[src/rtl/core/qmr_pkg.sv]
// ----------------------------------------------------------------------------
// qmr_pkg
// Shared types and constants for the quaternion multiply and renorm unit.
// ----------------------------------------------------------------------------
package qmr_pkg;

  localparam int QDEPTH = 2;
  localparam int IVL_W  = 7;
  localparam logic [IVL_W-1:0] IVL_RESET = 7'd97;

  typedef struct packed {
    logic signed [31:0] a_x;
    logic signed [31:0] a_y;
    logic signed [31:0] a_z;
    logic signed [31:0] a_w;
    logic signed [31:0] b_x;
    logic signed [31:0] b_y;
    logic signed [31:0] b_z;
    logic signed [31:0] b_w;
  } qmr_in_t;

  typedef struct packed {
    logic signed [31:0] r_x;
    logic signed [31:0] r_y;
    logic signed [31:0] r_z;
    logic signed [31:0] r_w;
    logic               renormalized;
    logic               norm_zero;
    logic               saturated;
  } qmr_out_t;

  // one queued request with its renorm decision
  typedef struct packed {
    qmr_in_t op;
    logic    renorm;
  } qmr_job_t;

  // one product term: component indexes of a and b, and its sign
  typedef struct packed {
    logic [1:0] ai;
    logic [1:0] bi;
    logic       neg;
  } qmr_term_t;

  localparam logic [1:0] IX = 2'd0;
  localparam logic [1:0] IY = 2'd1;
  localparam logic [1:0] IZ = 2'd2;
  localparam logic [1:0] IW = 2'd3;

  // term table, step = {component, term}
  function automatic qmr_term_t term_of(input logic [3:0] step);
    qmr_term_t t;
    case (step)
      4'd0:  t = '{IX, IW, 1'b0};
      4'd1:  t = '{IW, IX, 1'b0};
      4'd2:  t = '{IZ, IY, 1'b0};
      4'd3:  t = '{IY, IZ, 1'b1};
      4'd4:  t = '{IY, IW, 1'b0};
      4'd5:  t = '{IW, IY, 1'b0};
      4'd6:  t = '{IX, IZ, 1'b0};
      4'd7:  t = '{IZ, IX, 1'b1};
      4'd8:  t = '{IZ, IW, 1'b0};
      4'd9:  t = '{IW, IZ, 1'b0};
      4'd10: t = '{IY, IX, 1'b0};
      4'd11: t = '{IX, IY, 1'b1};
      4'd12: t = '{IW, IW, 1'b0};
      4'd13: t = '{IX, IX, 1'b1};
      4'd14: t = '{IY, IY, 1'b1};
      4'd15: t = '{IZ, IZ, 1'b1};
      default: t = '{IX, IX, 1'b0};
    endcase
    return t;
  endfunction

endpackage

[src/rtl/core/qmr_queue.sv]
// ----------------------------------------------------------------------------
// qmr_queue
// Short request queue between the front and the arithmetic back end.
// ----------------------------------------------------------------------------
module qmr_queue import qmr_pkg::*; (
  input  logic                          clk,
  input  logic                          rst,
  input  logic                          push,
  input  qmr_job_t                      push_job,
  input  logic                          pop,
  output logic                          head_valid,
  output qmr_job_t                      head_job,
  output logic [$clog2(QDEPTH+1)-1:0]   level
);

  localparam int PW = (QDEPTH > 1) ? $clog2(QDEPTH) : 1;
  localparam logic [PW-1:0] LAST = PW'(QDEPTH - 1);

  qmr_job_t mem [QDEPTH];
  logic [PW-1:0] wptr;
  logic [PW-1:0] rptr;

  assign head_valid = level != '0;
  assign head_job   = mem[rptr];

  // storage
  always_ff @(posedge clk) begin
    if (push) begin
      mem[wptr] <= push_job;
    end
  end

  // pointers and fill level
  always_ff @(posedge clk) begin
    if (rst) begin
      wptr  <= '0;
      rptr  <= '0;
      level <= '0;
    end else begin
      if (push) begin
        wptr <= (wptr == LAST) ? '0 : wptr + 1'b1;
      end
      if (pop) begin
        rptr <= (rptr == LAST) ? '0 : rptr + 1'b1;
      end
      if (push && !pop) begin
        level <= level + 1'b1;
      end else if (pop && !push) begin
        level <= level - 1'b1;
      end
    end
  end

endmodule

[config.mk]
export PLATFORM = sky130hd
export DESIGN_NAME = qmr_queue
export DESIGN_NICKNAME = d
export VERILOG_FILES = /design/src/rtl/core/qmr_pkg.sv /design/src/rtl/core/qmr_queue.sv
export SDC_FILE = /design/constraint.sdc
export NUM_CORES = 1
export LEC_CHECK = 0
export ABC_AREA = 1
export BUFFER_PORTS_ARGS = -buffer_cell sky130_fd_sc_hd__buf_2
export CAP_MARGIN = 20
export CORE_MARGIN = 1.5
export CORE_UTILIZATION = 25
export DETAILED_ROUTE_END_ITERATION = 8
export GPL_TIMING_DRIVEN = 0
export PLACE_DENSITY = 0.49
export SLEW_MARGIN = 20
export SYNTH_ARGS = -nofsm -noshare
export SYNTH_HDL_FRONTEND = slang
export SYNTH_SLANG_ARGS = --single-unit
[constraint.sdc]
create_clock -name clk -period 16.9 [get_ports clk]
set_input_delay 0 -clock clk [delete_from_list [all_inputs] [get_ports clk]]
set_output_delay 0 -clock clk [all_outputs]
set_load 0.01 [all_outputs]
==> results of run 1 <==
-- layout by cell type (no fill, tap or decap), types with 6 or more instances in the layout --
cell type,instances
buf_2,522
clkinv_1,18
buf_6,15
bufinv_16,6
edfxtp_1,514
nand2_1,6
inv_1,8
mux2_4,230
dlygate4sd3_1,261
mux2_2,27
buf_8,11
buf_16,11
clkbuf_16,57
buf_12,6
clkbuf_1,12
-- final cells by class --
cell class,instances,area [um^2]
Inverter,9,41.3
Tap cell,1040,1300
Sequential cell,519,15500
Clock inverter,35,319
Clock buffer,69,1470
Multi-Input combinational cell,275,3850
Timing Repair Buffer,797,5620
Buffer,29,364
Fill cell,7411,49300
-- cell families (layout without fill, tap and decap cells) --
kind of cell,count (synthesis),after routing
simple gates,14,14
xor+xnor,1,1
fa+ha+maj,1,1
buf+inv,38,939
flops,519,519
mux,257,257
compound gates,2,2
-- state kept, by name (all words and copies together) (netlist names), named ones only --
register,cells
level,2
mem,514
rptr,1
wptr,1
-- timing repair --
action	4_1_cts	5_1_grt
hold buffers	261	0
buffers inserted	0	0
endpoints found under the hold margin	535	0
-- Yosys cell counts, types with 2 or more instances --
cell type,count
edfxtp_1,514
mux2_4,230
mux2_2,27
buf_6,15
buf_8,11
inv_1,9
nand2_1,6
dfxtp_1,5
nor2_1,5
buf_2,2
-- routing by layer --
metal	wire (um)	vias to the layer above
li1	-	5028
met1	18300	5343
met2	24100	322
met3	3490	84
met4	1200	4
met5	27	-
-- where the power goes --
part	switching, mW	internal, mW
Combinational	0.194	0.229
Clock	0.484	0.705
Sequential	0.0153	1.49
Total	0.693	2.43
-- worst max path at each step --
stage | start | to | slack [ns] | depth (start not counted)
floorplan | wptr$_SDFFE_PP0P_ | mem[0][0]$_DFFE_PP_ | 5.07 | 1
global placement | push | mem[0][254]$_DFFE_PP_ | -2.35 | 3
detailed placement | wptr$_SDFFE_PP0P_ | mem[0][196]$_DFFE_PP_ | 14.59 | 6
CTS | wptr$_SDFFE_PP0P_ | mem[0][196]$_DFFE_PP_ | 14.58 | 6
global route | wptr$_SDFFE_PP0P_ | mem[0][252]$_DFFE_PP_ | 14.52 | 6
finish | wptr$_SDFFE_PP0P_ | mem[0][252]$_DFFE_PP_ | 14.66 | 6
==> impl_metrics.toml, run 1 <==
[outcome]
status = "complete, no violations"

[critical_path]
crit_arrival_ns = 2.54
crit_chain = "nor2_4, buf_16, buf_12, buf_16, buf_16, buf_12"
end_kind = "flip-flop"
critPathBufInv = 5
start_kind = "flip-flop"
critPathRequiredTime_ns = 17.20
crit_family = "buffers and inverters"
worstSetupPathType = "flip-flop to flip-flop"
reg2reg_depth = 6
cpMostUsedCell = "buf_16"
slowest_delay_ns = 0.54
r2r_start = "wptr$_SDFFE_PP0P_"
crit_fanout = 22
cp_slowest_cell = "nor2_4"
regToRegSetupSlack_ns = 14.66
r2r-end = "mem[0][252]$_DFFE_PP_"

[placement]
io_buffers = 520
detailed_place.area_mm2 = 0.0241
routabilityCongestion = 0.730
dp_hpwl_um = 33200
dp.cells = 2408
dpl_worst_slack_ns = 14.59

[worst_hold_path]
hp-class = "input port to flip-flop"
min_from = "push_job[252]"
min_to = "mem[0][252]$_DFFE_PP_"
whs_path_depth = 2

[pwr]
power_density_mw_per_mm2 = 109
leakagePower_nw = 11.1
design_power_total_mw = 3.12
ir_drop_mv = 0.0852

[clocking]
clock-sinks = 519
cts_buffers = 57
h-tree-depth = 2
ctsRootBufferMaster = "clkbuf_16"
cts_tree = "done"
clockBufferDepth = 3
cts_resized = 0
clkTransAtPathRegs_ns = 0.06
clock_latency_ns = 0.59

[yosys]
synth_top_family_by_area = "multiplexers"
yosysTopAreaCell = "edfxtp_1"
synth_compound_area_frac = 0.000506
synth_ff_type = "edfxtp_1"
synth_nets = 1094
synth_top_area_share = 0.780
synth_edf_count = 514
syn_inst = 832
synth_fa_ha_area_frac = 0.000633
ys_seq_area_frac = 0.785
synth.distinct_cells = 18
synthSimpleGateAreaFrac = 0.00291
synth_seq_cells = 519
syn_area_per_cell_um2 = 23.8
synth_xor_area_frac = 0.000443
async_reset_ff_frac = 0
synth.area.top_cells = "edfxtp_1 78%, mux2_4 17%, mux2_2 1.5%, buf_6 0.85%, buf_8 0.84%"
ys_warn_count = 0
syn_area_mm2 = 0.0198
muxShareOfSynthArea = 0.190

[route]
postRouteWirelength_um = 47200
vias_per_cell = 3.89
drt_pre_antenna_iters = 4
drc_errors = 0
dr.first_iter.drc_count = 360
routedWlPerCell_um = 17.0
vias = 10800
antenna_left = 0

[grt]
grt_util_met3 = 0.0368
track_usage = 0.113
top_usage_layer = "met2"
grt.met1_usage = 0.125
grt_pass1_vias = 11900
grt_max_degree = 75
grt_remaining_overflow = 0
grt_pass1_wl_um = 70400
met2_usage = 0.203
antenna_found_initial = 2

[die]
die_y_um = 284
start_util = 0.254
die_w_um = 284
fp-row-count = 102
die_area_mm2 = 0.0808
design.core.area_mm2 = 0.0778
ios = 521

[timing]
worst_slew_pin_slew_ns = 0.666
rsz0062_at_grt = "no"
tns_ns = 0
fin_crit_sh = 0.133
fin_crit_ns = 2.24
final-setup-viol-count = 0
fin_skew_ns = 0.0164
fmax_mhz = 446
setup_ws_ns = 14.66
relSlewSlack = 0.555
hold_viol = 0
timing.hold.ws_ns = 0.132
slew_viol_final = 0

[layout]
fin_nets = 1950
layout-drive-gt1-share = 0.518
stdcell_count = 2773
diodes = 0
fin_area_mm2 = 0.0285
final_util = 0.366
area_growth_pct = 44.1

[flow_run]
maxCapViolations = 0
Note: power is estimated with default switching activity, not from simulation.
==> inputs of run 2 (changes only) <==
==> constraint.sdc (replaced) <==
create_clock -name clk -period 2.3 [get_ports clk]
set_input_delay 0 -clock clk [delete_from_list [all_inputs] [get_ports clk]]
set_output_delay 0 -clock clk [all_outputs]
set_load 0.01 [all_outputs]
==> run 2 against run 1 <==
Against the previous run: count of clock-buffer cells in the layout decreased by 5; via count rose by 0.32%; utilization grew 0.14 points; register-to-register slack got worse by 14 ns; final cell count up 0.32%; sequential share of layout area decreased by 0.21 points; total power increased to 7.3 times the previous value; critical path depth unchanged; cell area grew 0.40%; fmax up 7.5%; first-iteration DRC count shrank 8.9%; worst hold slack got worse by 0.010 ns; largest cell class unchanged; highest routed layer unchanged.
==> impl_metrics.toml, run 2 (synthesis gave the netlist of run 1 again) <==
[outcome]
status = "complete, no violations"

[layout]
area_growth_pct = 44.7
regMostFlops = "mem"
final_common_cell = "buf_2"
layout_common_cells = "522 x buf_2, 514 x edfxtp_1, 261 x dlygate4sd3_1"
final_util = 0.368
fin_area_mm2 = 0.0286
layout-drive-gt1-share = 0.528
largestRegisters = "mem x514, level x2"
largest_reg_flops = 514
fin_nets = 1957
n_fill_cell = 7345
stdcell_count = 2782

[route]
vias_per_cell = 3.89
antenna_left = 0
routedWlPerCell_um = 17.1
drt_pre_antenna_iters = 4
postRouteWirelength_um = 47500
dr.first_iter.drc_count = 328
drc_errors = 0
vias = 10800

[critical_path]
start_kind = "flip-flop"
end_kind = "flip-flop"
crit_arrival_ns = 2.39
critPathRequiredTime_ns = 2.60
worstSetupPathType = "flip-flop to flip-flop"
crit_fanout = 22

[timing]
final-setup-viol-count = 0
relSlewSlack = 0.605
fin_crit_ns = 2.09
hold_viol = 0
slew_viol_final = 0
worst_slew_pin_slew_ns = 0.592
fmax_mhz = 480
fin_skew_ns = 0.0164
fin_crit_sh = 0.907
rsz0062_at_grt = "no"
timing.hold.ws_ns = 0.122
setup_ws_ns = 0.215

[clocking]
clkTransAtPathRegs_ns = 0.06
cts_buffers = 56
cts_tree = "done"
ctsRootBufferMaster = "clkbuf_16"
clockBufferDepth = 3
h-tree-depth = 2
cts_resized = 0
clock_latency_ns = 0.60
clock-sinks = 519

[die]
die_area_mm2 = 0.0808
start_util = 0.254
die_y_um = 284
design.core.area_mm2 = 0.0778
fp-row-count = 102
ios = 521
die_w_um = 284

[grt]
grt_pass1_wl_um = 71300
grt_remaining_overflow = 0
antenna_found_initial = 5
grt_pass1_vias = 11900
track_usage = 0.115
grt_max_degree = 32

[flow_run]
maxCapViolations = 0

[placement]
io_buffers = 520
dp.cells = 2415
dpl_worst_slack_ns = -0.0268
detailed_place.area_mm2 = 0.0242
routabilityCongestion = 0.768
dp_hpwl_um = 33500

[pwr]
leakagePower_nw = 11.2
ir_drop_mv = 0.820
power_density_mw_per_mm2 = 799

[worst_hold_path]
hp-class = "input port to flip-flop"
[run 2: worst max-delay path, stage by stage (launching register included)]
cell and delay (ns):
dfxtp_2 0.36, nor2_4 0.37, buf_16 0.22, buf_12 0.20, buf_12 0.20, buf_12 0.21
buf_16 0.18
[run 2: final timing paths]
check / startpoint / endpoint / slack [ns] / cells past startpoint
worst max-delay path: wptr$_SDFFE_PP0P_ / mem[0][255]$_DFFE_PP_ / 0.21 / 6
worst max register to register: wptr$_SDFFE_PP0P_ / mem[0][255]$_DFFE_PP_ / 0.21 / 6
worst min register to register: rptr$_SDFFE_PP0P_ / rptr$_SDFFE_PP0P_ / 0.54 / 2
worst min-delay path: push_job[155] / mem[0][155]$_DFFE_PP_ / 0.12 / 2
[run 2: repair_timing]
item                                    in CTS  in global routing
endpoints found under the hold margin      537                  0
buffers inserted                             0                  0
hold buffers                               261                  0
endpoints found under the setup margin      16                  0
[run 2: layout make-up]
class                   instances  area [um^2]  area share
flip-flops and latches        519        15500       0.543
diodes                          2         5.00    0.000175
well taps                    1040         1300      0.0455
plain buffers                  29          364      0.0127
clock buffers                  64         1450      0.0508
repair buffers                804         5740       0.201
inverters                       9         37.5     0.00131
multi-input cells             276         3860       0.135
clock inverters                39          314      0.0110
[run 2: per-stage QoR]
stage | power [mW] | setup TNS (ns)
final | 22.9 | 0
after global routing | 23.8 | 0
after detailed placement | 14.1 | -0.417
after floorplan | 12.9 | -1175.98
after CTS | 23.3 | 0
after global placement | 14.0 | -2519.43
[run 2: where the power goes]
part | internal [mW] | switching [mW] | leakage [nW] | total (mW)
Combinational | 1.70 | 1.43 | 5.47 | 3.13
Clock | 4.97 | 3.70 | 0.861 | 8.67
Sequential | 11.0 | 0.114 | 4.87 | 11.1
[run 2: per-layer routing]
| metal | routed length [um] | part of all wire | up-vias | track usage |
|---|---|---|---|---|
| met5 | 28 | 0.00059 | - | 0 |
| met4 | 1250 | 0.026 | 4 | 0.0342 |
| met3 | 3510 | 0.074 | 75 | 0.0383 |
| met2 | 24200 | 0.51 | 355 | 0.203 |
| met1 | 18500 | 0.39 | 5315 | 0.130 |
| li1 | - | - | 5066 | - |
==> inputs of run 3 (changes only) <==
--- a/config.mk
+++ b/config.mk
@@ -13,6 +13,7 @@
 export DETAILED_ROUTE_END_ITERATION = 8
 export GPL_TIMING_DRIVEN = 0
 export PLACE_DENSITY = 0.49
+export SETUP_SLACK_MARGIN = 0.5
 export SLEW_MARGIN = 20
 export SYNTH_ARGS = -nofsm -noshare
 export SYNTH_HDL_FRONTEND = slang
==> run 3 against run 2 <==
Against the previous run: global-route usage is 0.33 points higher; final cell count is 1.2% higher; utilization is 1.7 points higher; sequential share of layout area is 2.5 points lower; combinational power is 17% higher; wire length is 5.5% higher; cell area is 4.8% higher; total power is 2.3% higher; fmax is 6.5% higher; largest power group unchanged; highest routed layer unchanged.
==> impl_metrics.toml, run 3 (synthesis gave the netlist of run 1 again) <==
[outcome]
status = "complete, no violations"

[timing]
fmax_mhz = 511
worst_slew_pin_slew_ns = 0.590
slew_viol_final = 0
tns_ns = 0
setup_ws_ns = 0.341
relSlewSlack = 0.606
final-setup-viol-count = 0
fin_skew_ns = 0.0215
fin_crit_sh = 0.852
rsz0062_at_grt = "yes"
hold_viol = 0
fin_crit_ns = 1.96

[grt]
grt_util_met3 = 0.0379
grt_remaining_overflow = 0
track_usage = 0.118
antenna_found_initial = 4
grt_max_degree = 32
top_usage_layer = "met2"
grt_pass1_vias = 12000
met2_usage = 0.210
grt.met1_usage = 0.135
grt_pass1_wl_um = 73000

[route]
postRouteWirelength_um = 50100
drc_errors = 0
antenna_left = 0
vias_per_cell = 3.91
drt_pre_antenna_iters = 6
routedWlPerCell_um = 17.8
vias = 11000
dr.first_iter.drc_count = 367

[layout]
area_growth_pct = 51.6
fin_nets = 1989
layout_common_cells = "514 x edfxtp_1, 446 x buf_2, 261 x dlygate4sd3_1"
final_common_cell = "edfxtp_1"
stdcell_count = 2814
largest_reg_flops = 514
final_util = 0.385
seq_area_mm2 = 0.0155
n_fill_cell = 7224
multiInputGateArea_mm2 = 0.00388
largestRegisters = "mem x514, level x2"
regMostFlops = "mem"
layout-drive-gt1-share = 0.537

[die]
die_w_um = 284
die_y_um = 284
fp-row-count = 102
start_util = 0.254
die_area_mm2 = 0.0808
design.core.area_mm2 = 0.0778
ios = 521

[worst_hold_path]
min_to = "mem[0][155]$_DFFE_PP_"
hp-class = "input port to flip-flop"
min_from = "push_job[155]"
whs_path_depth = 2

[placement]
dp.cells = 2415
dp_hpwl_um = 33500
routabilityCongestion = 0.768
dpl_worst_slack_ns = -0.0268
io_buffers = 520

[clocking]
h-tree-depth = 2
clock_latency_ns = 0.61
ctsRootBufferMaster = "clkbuf_16"
clkTransAtPathRegs_ns = 0.06
cts_tree = "done"
clockBufferDepth = 3
cts_buffers = 56
clock-sinks = 519

[critical_path]
r2r_start = "wptr$_SDFFE_PP0P_"
r2r-end = "mem[1][237]$_DFFE_PP_"
start_kind = "flip-flop"
crit_fanout = 6
regToRegSetupSlack_ns = 0.55
end_kind = "output port"
reg2reg_depth = 6
critPathRequiredTime_ns = 2.30
worstSetupPathType = "flip-flop to output port"
crit_arrival_ns = 1.96

[pwr]
ir_drop_mv = 0.835
power_density_mw_per_mm2 = 781
design_power_total_mw = 23.4
leakagePower_nw = 11.8

[flow_run]
maxCapViolations = 0
-- run 3: cell count changes in the layout (fill, tap and decap cells not counted) --
| cell | previous run | this run |
|---|---|---|
| buf_16 | 9 | 21 |
| bufbuf_16 | 0 | 5 |
| buf_12 | 15 | 29 |
| buf_4 | 0 | 11 |
| clkbuf_16 | 57 | 67 |
| buf_8 | 11 | 8 |
| buf_6 | 15 | 74 |
| mux2_4 | 230 | 234 |
| dfxtp_2 | 1 | 2 |
| dfxtp_1 | 4 | 3 |
| mux2_2 | 27 | 23 |
| buf_2 | 522 | 446 |
-- run 3: worst max-delay path by stage --
stage / startpoint / to / slack, ns / cells past startpoint
final: flip-flop / head_job[195] / 0.34 / 6
after global routing: flip-flop / head_job[187] / 0.25 / 6
after CTS: flip-flop / head_job[178] / 0.27 / 6
after detailed placement: wptr$_SDFFE_PP0P_ / mem[0][248]$_DFFE_PP_ / -0.03 / 6
after global placement: wptr$_SDFFE_PP0P_ / mem[1][116]$_DFFE_PP_ / -5.14 / 2
after floorplan: wptr$_SDFFE_PP0P_ / mem[1][0]$_DFFE_PP_ / -2.34 / 2
-- run 3: per-layer routing --
layer	part of all wire	routed length [um]
met4	0.026	1290
met2	0.51	25600
met1	0.39	19600
met5	0.00056	28
met3	0.071	3570
-- run 3: metrics by stage --
| stage | area [um^2] | hold WS, ns |
|---|---|---|
| floorplan | 19800 | 0.0718 |
| detailed placement | 24200 | 0.191 |
| global placement | 23700 | 0.188 |
| global route | 30000 | 0.0839 |
| finish | 30000 | 0.119 |
| CTS | 29300 | 0.0492 |
-- run 3: power breakdown --
part	total [mW]	switching (mW)	internal (mW)
sequential	11.1	0.116	11.0
clock	8.66	3.69	4.97
combinational	3.66	1.54	2.12
-- run 3: final cells by class --
| class | count | share of cell area |
|---|---|---|
| multi-input cells | 276 | 0.129 |
| inverters | 9 | 0.00125 |
| plain buffers | 29 | 0.0182 |
| flip-flops and latches | 519 | 0.518 |
| clock inverters | 39 | 0.0105 |
| well taps | 1040 | 0.0434 |
| clock buffers | 64 | 0.0485 |
| diodes | 2 | 0.000167 |
| repair buffers | 836 | 0.230 |
-- run 3: critical path, stage by stage, from the launching register on --
cell       delay, ns
dfxtp_2         0.34
buf_12          0.14
buf_12          0.12
buf_16          0.16
clkbuf_16       0.17
mux2_4          0.30
buf_6           0.12
-- run 3: timing repair --
action                                  4_1_cts  5_1_grt
cloned                                        9       10
buffers inserted                             13        1
hold buffers                                261        0
endpoints found under the hold margin       531        0
endpoints found under the setup margin      528      299
resized for setup                            72       95
pin swaps                                     1        1
