--- config.mk ---
export PLATFORM = sky130hd
export DESIGN_NAME = qmr_front
export DESIGN_NICKNAME = d
export VERILOG_FILES = /design/src/rtl/core/qmr_pkg.sv /design/src/rtl/core/qmr_front.sv
export SDC_FILE = /design/constraint.sdc
export NUM_CORES = 1
export LEC_CHECK = 0
export BUFFER_PORTS_ARGS = -buffer_cell sky130_fd_sc_hd__buf_2
export CAP_MARGIN = 20
export CORE_AREA = 2 2 205 207
export CTS_BUF_LIST = sky130_fd_sc_hd__clkbuf_2
export DETAILED_ROUTE_END_ITERATION = 7
export DIE_AREA = 0 0 207 209
export PLACE_DENSITY = 0.41
export SLEW_MARGIN = 10
export SYNTH_ARGS = -nofsm -noshare
export SYNTH_HDL_FRONTEND = slang
export SYNTH_SLANG_ARGS = --single-unit
export TNS_END_PERCENT = 20
--- constraint.sdc ---
create_clock -name clk -period 2.4 [get_ports clk]
set_input_delay 0.48 -clock clk [delete_from_list [all_inputs] [get_ports clk]]
set_output_delay 0.48 -clock clk [all_outputs]
set_load 0.01 [all_outputs]
--- src/rtl/core/qmr_pkg.sv ---
// ----------------------------------------------------------------------------
// qmr_pkg
// Shared types and constants for the quaternion multiply and renorm unit.
// ----------------------------------------------------------------------------
package qmr_pkg;

  localparam int QDEPTH = 2;
  localparam int IVL_W  = 7;
  localparam logic [IVL_W-1:0] IVL_RESET = 7'd97;

  typedef struct packed {
    logic signed [31:0] a_x;
    logic signed [31:0] a_y;
    logic signed [31:0] a_z;
    logic signed [31:0] a_w;
    logic signed [31:0] b_x;
    logic signed [31:0] b_y;
    logic signed [31:0] b_z;
    logic signed [31:0] b_w;
  } qmr_in_t;

  typedef struct packed {
    logic signed [31:0] r_x;
    logic signed [31:0] r_y;
    logic signed [31:0] r_z;
    logic signed [31:0] r_w;
    logic               renormalized;
    logic               norm_zero;
    logic               saturated;
  } qmr_out_t;

  // one queued request with its renorm decision
  typedef struct packed {
    qmr_in_t op;
    logic    renorm;
  } qmr_job_t;

  // one product term: component indexes of a and b, and its sign
  typedef struct packed {
    logic [1:0] ai;
    logic [1:0] bi;
    logic       neg;
  } qmr_term_t;

  localparam logic [1:0] IX = 2'd0;
  localparam logic [1:0] IY = 2'd1;
  localparam logic [1:0] IZ = 2'd2;
  localparam logic [1:0] IW = 2'd3;

  // term table, step = {component, term}
  function automatic qmr_term_t term_of(input logic [3:0] step);
    qmr_term_t t;
    case (step)
      4'd0:  t = '{IX, IW, 1'b0};
      4'd1:  t = '{IW, IX, 1'b0};
      4'd2:  t = '{IZ, IY, 1'b0};
      4'd3:  t = '{IY, IZ, 1'b1};
      4'd4:  t = '{IY, IW, 1'b0};
      4'd5:  t = '{IW, IY, 1'b0};
      4'd6:  t = '{IX, IZ, 1'b0};
      4'd7:  t = '{IZ, IX, 1'b1};
      4'd8:  t = '{IZ, IW, 1'b0};
      4'd9:  t = '{IW, IZ, 1'b0};
      4'd10: t = '{IY, IX, 1'b0};
      4'd11: t = '{IX, IY, 1'b1};
      4'd12: t = '{IW, IW, 1'b0};
      4'd13: t = '{IX, IX, 1'b1};
      4'd14: t = '{IY, IY, 1'b1};
      4'd15: t = '{IZ, IZ, 1'b1};
      default: t = '{IX, IX, 1'b0};
    endcase
    return t;
  endfunction

endpackage

--- src/rtl/core/qmr_front.sv ---
// ----------------------------------------------------------------------------
// qmr_front
// Accepts requests, keeps the call counter and interval register, and tags
// each request with its renorm decision before it enters the queue.
// ----------------------------------------------------------------------------
module qmr_front import qmr_pkg::*; (
  input  logic              clk,
  input  logic              rst,
  input  logic              in_valid,
  input  logic              in_ready,
  input  qmr_in_t           in_data,
  input  logic              cfg_valid,
  output logic              cfg_ready,
  input  logic [IVL_W-1:0]  cfg_data,
  output logic              push,
  output qmr_job_t          push_job
);

  logic [IVL_W-1:0] interval;
  logic [IVL_W-1:0] call_count;
  logic [IVL_W:0]   count_next;
  logic             due;

  assign cfg_ready  = 1'b1;
  assign count_next = {1'b0, call_count} + {{IVL_W{1'b0}}, 1'b1};
  assign due        = count_next > {1'b0, interval};
  assign push       = in_valid && in_ready;
  assign push_job   = '{op: in_data, renorm: due};

  // interval register
  always_ff @(posedge clk) begin
    if (rst) begin
      interval <= IVL_RESET;
    end else if (cfg_valid) begin
      interval <= cfg_data;
    end
  end

  // call counter
  always_ff @(posedge clk) begin
    if (rst) begin
      call_count <= '0;
    end else if (push) begin
      call_count <= due ? '0 : count_next[IVL_W-1:0];
    end
  end

endmodule

==> results of run 1 <==
[layout by cell type, fill, tap and decap left out, drive strengths merged]
cell type	count
buf	27
dfxtp	14
nand2	13
ha	8
nand3	8
inv	7
a21oi	7
o211ai	6
nor2	6
mux2i	5
xnor2	4
nand4	4
clkbuf	3
and3	3
clkinv	2
nor2b	2
nor4	2
diode	1
xor2	1
a211o	1
a21o	1
o22a	1
or2	1
nor3b	1
conb	1
[power groups by stage]
stage	logic, mW	clock network [mW]	registers [mW]
after floorplan	0.484	0	0.252
after global placement	0.0812	0	0.251
after detailed placement	0.0810	0	0.251
after CTS	0.0852	0.122	0.247
after global routing	0.0957	0.133	0.248
final	0.0847	0.112	0.246
[kinds of logic after synthesis]
family | Yosys count | share of synthesized area
other | 1 | 0.00134
buffers and inverters | 269 | 0.705
multiplexers | 5 | 0.0178
flip-flops | 14 | 0.0998
AO/OA/AOI/OAI | 16 | 0.0428
adder cells (fa/ha/maj) | 8 | 0.0357
AND/OR/NAND/NOR | 40 | 0.0798
XOR/XNOR | 5 | 0.0183
[worst max-delay path, stage by stage (launching register included)]
cell and delay [ns]:
dfxtp_4 0.38, ha_4 0.17, buf_6 0.12, xor2_1 0.13, ha_1 0.29, nand4_1 0.12
nor2_2 0.07, a211o_2 0.30, nand2_4 0.10, buf_6 0.10
[metrics by stage]
step	power (mW)	utilization	cell area (sq um)	setup slack, ns
CTS	0.455	0.0430	1780	-0.207
floorplan	0.736	-	2810	0.0359
global placement	0.332	0.0413	1710	-0.0379
finish	0.443	0.0439	1810	-0.133
detailed placement	0.332	0.0413	1710	-0.0404
global route	0.477	0.0439	1810	-0.267
[worst max path at each step]
stage / slack [ns] / endpoint / start
6_report: -0.13 / push_job[0] / call_count[0]$_SDFFE_PP0P_
5_1_grt: -0.27 / push_job[0] / call_count[4]$_SDFFE_PP0P_
4_1_cts: -0.21 / push_job[0] / call_count[4]$_SDFFE_PP0P_
3_5_place_dp: -0.04 / push_job[0] / call_count[0]$_SDFFE_PP0P_
3_3_place_gp: -0.04 / push_job[0] / call_count[0]$_SDFFE_PP0P_
2_1_floorplan: 0.04 / push_job[0] / call_count[0]$_SDFFE_PP0P_
[layout make-up]
class	count	area (sq um)	share of cell area
flip-flops and latches	14	289	0.159
multi-input cells	75	616	0.339
well taps	539	674	0.372
inverters	8	30.0	0.0166
clock inverters	1	3.75	0.00207
diodes	1	2.50	0.00138
clock buffers	3	15.0	0.00828
repair buffers	27	184	0.101
[sequential cells by signal, indices dropped and copies added, names as in the netlist]
name        flops
call_count      7
interval        7
[layer usage]
layer / GRT usage / share of wire
met5: 0 / 0
met2: 0.0671 / 0.47
met4: 0.0443 / 0.11
met1: 0.0225 / 0.19
met3: 0.0413 / 0.23
[cell usage after synthesis, types with 3 or more instances]
cell type,count,area [sq um]
clkbuf_1,3,11.3
nand4_1,4,25.0
ha_1,8,100
dfxtp_1,14,280
o211ai_1,5,37.5
nand2_1,13,48.8
mux2i_1,5,50.1
inv_1,7,26.3
nor2_1,6,22.5
buf_4,258,1940
xnor2_1,3,26.3
nand3_1,6,30.0
a21oi_1,7,35.0
[what timing repair did]
| action | 4_1_cts | 5_1_grt |
|---|---|---|
| setup endpoints to repair | 1 | 1 |
| gates resized for setup | 12 | 8 |
| pin swaps | 4 | 2 |
==> impl_metrics.tcl, run 1 <==
set metrics [dict create \
    cts.clk_slew.worst_paths_ns 0.14 \
    overflow 0 \
    antenna_found_initial 1 \
    maxSlewViolCount 0 \
    rr_startpoint "call_count[4]$_SDFFE_PP0P_" \
    n_fill_cell 4908 \
    drtIter0Drc 36 \
    power_density_nw_per_um2 244 \
    p_comb_frac 0.191 \
    synth_edf_count 0 \
    grt_pass1_wl_mm 12.0 \
    crit_path_max_fanout 3 \
    maxCapViolCount 0 \
    status "complete, but fails checks" \
    cts_tree "yes" \
    fin_setup_tns_ns -0.133 \
    yosysWarnings 0 \
    cp_data_arrival_time_ns 2.05 \
    portBuffers 13 \
    die_x_um 207 \
    die_area_sq_um 43300 \
    rsz0062_at_grt "yes" \
    ff2ff_setup_slack_ns 0.36 \
    p_int_mw 0.314 \
    p_leak_nw 0.549 \
    max_freq_mhz 395 \
    post-route-worst-setup-slack_ns -0.133 \
    dieHeight_um 209 \
    drtPass1Iterations 4 \
    fin_nets 405 \
    p_seq_frac 0.556 \
    whs_ns 0.426 \
    hold_buffers 0 \
    clock_power_share 0.253 \
    final_cells 668 \
    hp-class "input pin to flip-flop" \
    syn_inst 358 \
    r2r_cells 10 \
    min_to "interval[6]$_SDFFE_PP1P_" \
    grt_max_degree 13 \
    insertion_delay_ns 0.27 \
    clockBufferDepth 2 \
    switching_share 0.293 \
    crit_required_ns 1.92 \
    viasPerCell 1.79 \
    worstSetupStartpointType "flip-flop" \
    postRouteAntennaNets 0 \
    violations "negative setup slack" \
    fin_skew_ns 0.00491 \
    drive_gt1_frac 0.406 \
    cts_sinks 14 \
    dp_hpwl_mm 8.30 \
    fin_crit_ns 2.53 \
    hold_depth 3 \
    grt_pass1_vias 1353 \
    synthToLayoutAreaGrowth_pct -35.4 \
    finalCritPeriodShare 1.06 \
    syn_avg_cell_area_sq_um 7.84 \
    path_class "flip-flop to output pin" \
    hold_viol_final 0 \
    switchingPower_mw 0.130 \
    core.rowCount 75 \
    drc 0 \
    ys_async_sr_fraction 0 \
    track_usage 0.0411 \
    final-setup-viol-count 1 \
    place_congestion 0.615 \
    htreeDepth 1 \
    ioPinCount 527 \
    syn-cell-area_sq_um 2810 \
    cts-root-buf "clkbuf_2" \
    cts_buffers 3 \
    synth_flop_cell "dfxtp_1" \
    vias 1198 \
    wl_per_cell_um 14.5 \
    routed_wl_mm 9.69 \
    min_from "cfg_data[6]" \
    syn_nets 634 \
    coreArea_sq_um 41300 \
    ys_seq_area_frac 0.0998 \
    worst_r2r_endpoint "call_count[1]$_SDFFE_PP0P_" \
    post-cts-setup-buffer-count 0 \
    cp-end-kind "output pin" \
    ys_types 28 \
    start_util 0.0680 \
    synth-seq-cells 14 \
    dp_cells 663 \
    ir_worst_vdd_v 0.0000785 \
]
Note: power is estimated with default switching activity, not from simulation.
==> run 2, diff against run 1 <==
--- a/config.mk
+++ b/config.mk
@@ -7,11 +7,10 @@
 export LEC_CHECK = 0
 export BUFFER_PORTS_ARGS = -buffer_cell sky130_fd_sc_hd__buf_2
 export CAP_MARGIN = 20
-export CORE_AREA = 2 2 205 207
+export CORE_AREA = 5 5 202 204
 export CTS_BUF_LIST = sky130_fd_sc_hd__clkbuf_2
 export DETAILED_ROUTE_END_ITERATION = 7
 export DIE_AREA = 0 0 207 209
-export PLACE_DENSITY = 0.41
 export SLEW_MARGIN = 10
 export SYNTH_ARGS = -nofsm -noshare
 export SYNTH_HDL_FRONTEND = slang
==> constraint.sdc (replaced) <==
create_clock -name clk -period 2.3 [get_ports clk]
set_input_delay 0.46 -clock clk [delete_from_list [all_inputs] [get_ports clk]]
set_output_delay 0.46 -clock clk [all_outputs]
set_load 0.01 [all_outputs]
==> impl_metrics.tcl, run 2 (synthesis gave the netlist of run 1 again) <==
set metrics [dict create \
    slowest_delay_ns 0.35 \
    fin_skew_ns 0.00690 \
    p_comb_frac 0.181 \
    fin_crit_ns 2.58 \
    core.rowCount 73 \
    path_delay_family "compound AO/OA/AOI/OAI gates" \
    dp_hpwl_mm 7.98 \
    coreArea_sq_um 39100 \
    whs_ns 0.391 \
    insertion_delay_ns 0.29 \
    cp_cell_sequence "and3_4, nand3_4, xnor2_1, ha_1, a21o_1, a21oi_2, o22a_4, nand2_4, buf_6" \
    fin_area_sq_um 1780 \
    final_common_cell "buf_4" \
    drtIter0Drc 49 \
    ir_worst_vdd_v 0.000110 \
    final_cells 655 \
    cp_data_arrival_time_ns 2.12 \
    violations "negative setup slack" \
    switchingPower_mw 0.142 \
    crit_required_ns 1.84 \
    die_area_sq_um 43300 \
    dieHeight_um 209 \
    cts_sinks 14 \
    cts.clk_slew.worst_paths_ns 0.15 \
    clock_power_share 0.269 \
    grt_pass1_vias 1354 \
    cts-root-buf "clkbuf_2" \
    worstSetupStartpointType "flip-flop" \
    antenna_cells 0 \
    dpl_cell_area_sq_um 1710 \
    cts_tree "yes" \
    maxCapViolCount 0 \
    grt_max_degree 13 \
    maxSlewViolCount 0 \
    ioPinCount 527 \
    rsz0062_at_grt "yes" \
    portBuffers 13 \
    path_class "flip-flop to output pin" \
    cp_num_buf_inv 1 \
    routed_wl_mm 9.63 \
    hp-class "input pin to flip-flop" \
    drive_gt1_frac 0.408 \
    post-route-worst-setup-slack_ns -0.276 \
    p_leak_nw 0.550 \
    pre_cts_ws_ns -0.152 \
    viasPerCell 1.91 \
    dp_cells 650 \
    antenna_found_initial 1 \
    overflow 0 \
    cp-end-kind "output pin" \
    drtPass1Iterations 4 \
    die_x_um 207 \
    crit_path_max_fanout 2 \
    grt_pass1_wl_mm 11.8 \
    place_congestion 0.702 \
    start_util 0.0718 \
    status "complete, but fails checks" \
    p_seq_frac 0.550 \
    drc 0 \
    wl_per_cell_um 14.7 \
    max_freq_mhz 388 \
    top_regs "call_count (7), interval (7)" \
    fin_nets 407 \
    finalCritPeriodShare 1.12 \
    switching_share 0.303 \
    power_density_nw_per_um2 262 \
    clockBufferDepth 2 \
    synthToLayoutAreaGrowth_pct -36.5 \
    final-setup-viol-count 1 \
    p_int_mw 0.327 \
    hold_buffers 0 \
    cts_buffers 3 \
    track_usage 0.0395 \
    hold_viol_final 0 \
    htreeDepth 1 \
    postRouteAntennaNets 0 \
    vias 1252 \
    slowest_stage "dfxtp_2" \
    final_cell_mix "16 x buf_4, 12 x nand2_1, 12 x buf_2, 9 x dfxtp_1" \
]
-- run 2: cell types whose count changed in the layout (fill, tap and decap cells not counted) --
| cell | delta |
|---|---|
| nand3_4 | -1 |
| xnor2_2 | -1 |
| buf_4 | +4 |
| diode_2 | -1 |
| dfxtp_4 | -1 |
| nand3_2 | +1 |
| dfxtp_2 | +1 |
| buf_6 | -2 |
| xnor2_1 | +1 |
-- run 2: power by group through the flow --
stage	clock, mW	sequential [mW]	combinational (mW)
5_1_grt	0.141	0.259	0.0954
2_1_floorplan	0	0.264	0.506
6_report	0.126	0.258	0.0846
4_1_cts	0.132	0.258	0.0862
3_5_place_dp	0	0.263	0.0806
3_3_place_gp	0	0.263	0.0796
-- run 2: cell type report --
cell class	instances	area [sq um]
Fill cell	4711	37300
Clock buffer	3	15.0
Clock inverter	1	3.75
Tap cell	525	657
Inverter	8	30.0
Timing Repair Buffer	29	191
Sequential cell	14	287
Multi-Input combinational cell	75	601
-- run 2: metal layers --
metal | vias up | global-route usage | wire length (um)
met3 | 122 | 0.0399 | 2230
met5 | - | 0 | 13
met2 | 252 | 0.0600 | 4170
met1 | 465 | 0.0223 | 1930
li1 | 411 | - | -
met4 | 2 | 0.0488 | 1290
-- run 2: worst reg2reg max path: cells and delay by family, from the launching register on --
family / cells / cell delay (ns)
and+or+nand+nor: 3 / 0.39
AOI/OAI and AO/OA: 4 / 0.71
buffers and inverters: 1 / 0.14
DFF: 1 / 0.35
xor gates and xnor gates: 1 / 0.13
adders and majority gates: 1 / 0.32
-- run 2: what timing repair did --
action	in CTS	in global routing
setup endpoints to repair	1	1
resized for setup	13	0
pin swaps	3	0
buffers inserted	1	0
-- run 2: worst paths after layout --
path	depth (start not counted)	start	slack, ns	endpoint
worst max-delay path	9	call_count[4]$_SDFFE_PP0P_	-0.28	push_job[0]
worst min-delay path	3	cfg_data[1]	0.39	interval[1]$_SDFFE_PP0P_
worst max register to register	10	call_count[4]$_SDFFE_PP0P_	0.19	call_count[4]$_SDFFE_PP0P_
worst min register to register	2	interval[5]$_SDFFE_PP1P_	0.52	interval[5]$_SDFFE_PP1P_
-- run 2: through the flow --
step / utilization / power, mW / TNS [ns]
global placement: 0.0437 / 0.342 / -0.134
finish: 0.0456 / 0.468 / -0.276
floorplan: - / 0.769 / 0
detailed placement: 0.0437 / 0.344 / -0.152
global route: 0.0456 / 0.495 / -0.356
CTS: 0.0456 / 0.476 / -0.286
==> run 3, diff against run 2 <==
--- a/config.mk
+++ b/config.mk
@@ -11,6 +11,7 @@
 export CTS_BUF_LIST = sky130_fd_sc_hd__clkbuf_2
 export DETAILED_ROUTE_END_ITERATION = 7
 export DIE_AREA = 0 0 207 209
+export GPL_TIMING_DRIVEN = 0
 export SLEW_MARGIN = 10
 export SYNTH_ARGS = -nofsm -noshare
 export SYNTH_HDL_FRONTEND = slang
==> impl_metrics.tcl, run 3 (synthesis gave the netlist of run 1 again) <==
set metrics [dict create \
    max_freq_mhz 392 \
    cp-end-kind "output pin" \
    cts_sinks 14 \
    pre_cts_ws_ns -0.371 \
    die_x_um 207 \
    final_cell_mix "274 x buf_4, 267 x buf_2, 12 x nand2_1, 9 x dfxtp_1, 7 x inv_1" \
    final_util 0.129 \
    fin_area_sq_um 5060 \
    viasPerCell 2.61 \
    cp_data_arrival_time_ns 2.09 \
    p_seq_frac 0.216 \
    slowest_stage "dfxtp_4" \
    place_congestion 0.875 \
    drc 0 \
    synthToLayoutAreaGrowth_pct 80.2 \
    path_class "flip-flop to output pin" \
    p_int_mw 0.748 \
    crit_required_ns 1.84 \
    p_total_mw 1.17 \
    hold_viol_final 0 \
    cts_buffers 3 \
    track_usage 0.0515 \
    dp_cells 1151 \
    dp_hpwl_mm 12.2 \
    dieHeight_um 209 \
    maxSlewViolCount 0 \
    die_area_sq_um 43300 \
    dpl_cell_area_sq_um 4820 \
    overflow 0 \
    whs_ns 0.375 \
    rsz0062_at_grt "yes" \
    top_regs "call_count (7), interval (7)" \
    fin_setup_tns_ns -0.251 \
    routed_wl_mm 13.3 \
    cts_tree "yes" \
    switching_share 0.362 \
    slowest_delay_ns 0.38 \
    multi_input_area_sq_um 639 \
    post-route-worst-setup-slack_ns -0.251 \
    clock_power_share 0.110 \
    final_common_cell "buf_4" \
    antenna_found_initial 3 \
    seq_area_sq_um 299 \
    antenna_cells 0 \
    p_comb_frac 0.674 \
    status "complete, but fails checks" \
    fin_crit_ns 2.55 \
    coreArea_sq_um 39100 \
    portBuffers 268 \
    postRouteAntennaNets 0 \
    drive_gt1_frac 0.881 \
    drtIter0Drc 74 \
    switchingPower_mw 0.424 \
    ir_worst_vdd_v 0.0000941 \
    cts-root-buf "clkbuf_2" \
    cts.clk_slew.worst_paths_ns 0.15 \
    n_fill_cell 4487 \
    wl_per_cell_um 11.4 \
    p_leak_nw 2.80 \
    ioPinCount 527 \
    start_util 0.0718 \
    hold_buffers 0 \
    htreeDepth 1 \
    grt_max_degree 11 \
    maxCapViolCount 0 \
    crit_path_max_fanout 3 \
    ff2ff_setup_slack_ns 0.26 \
    final_cells 1171 \
    cp_cell_sequence "and3_4, nand3_4, xnor2_2, ha_1, a21o_1, a21oi_2, o22a_4, nand2_2, buf_6" \
    grt_pass1_wl_mm 17.8 \
    clockBufferDepth 2 \
    insertion_delay_ns 0.30 \
    vias 3055 \
    grt_pass1_vias 3097 \
    violations "negative setup slack" \
    hp-class "input pin to flip-flop" \
    drtPass1Iterations 4 \
    fin_skew_ns 0.00433 \
    power_density_nw_per_um2 232 \
    finalCritPeriodShare 1.11 \
    fin_nets 923 \
    core.rowCount 73 \
    final-setup-viol-count 1 \
    worstSetupStartpointType "flip-flop" \
]
==> run 3: final cells by class <==
| cell class | instances | area share |
|---|---|---|
| flip-flops and latches | 14 | 0.0591 |
| repair buffers | 285 | 0.292 |
| multi-input cells | 75 | 0.126 |
| clock inverters | 1 | 0.000742 |
| inverters | 8 | 0.00593 |
| plain buffers | 260 | 0.384 |
| clock buffers | 3 | 0.00297 |
| well taps | 525 | 0.130 |
==> run 3: final timing paths <==
path | startpoint | to | cells after the start
hold / removal | cfg_data[6] | interval[6]$_SDFFE_PP1P_ | 3
setup reg to reg | call_count[4]$_SDFFE_PP0P_ | call_count[4]$_SDFFE_PP0P_ | 10
setup / recovery | call_count[4]$_SDFFE_PP0P_ | push_job[0] | 9
hold reg to reg | call_count[4]$_SDFFE_PP0P_ | call_count[4]$_SDFFE_PP0P_ | 2
==> run 3: power groups by stage <==
stage          clock, mW  sequential [mW]  combinational, mW
2_1_floorplan          0            0.264              0.506
3_3_place_gp           0            0.265              0.784
3_5_place_dp           0            0.265              0.786
4_1_cts            0.129            0.255              0.800
5_1_grt            0.139            0.255              0.843
6_report           0.129            0.253              0.790
==> run 3: critical path: cells and delay by family, from the launching register on <==
kind | cells | cell delay, ns
AOI/OAI and AO/OA | 3 | 0.49
and+or+nand+nor | 3 | 0.34
DFF | 1 | 0.38
xor gates and xnor gates | 1 | 0.14
adders and majority gates | 1 | 0.30
buffers and inverters | 1 | 0.12
==> run 3: what timing repair did <==
action | 4_1_cts | 5_1_grt
endpoints found under the setup margin | 1 | 2
gates resized for setup | 20 | 3
setup buffers | 13 | 4
pin swaps | 16 | 13
gates cloned | 0 | 0
==> run 3: layer usage <==
metal  wire length, um  vias up  share of wire  GRT usage
met5                34        -         0.0026          0
met1              4080     1308           0.31     0.0496
li1                  -     1445              -          -
met4               365        6          0.027     0.0153
met3              1630       21           0.12     0.0213
met2              7190      275           0.54     0.0997
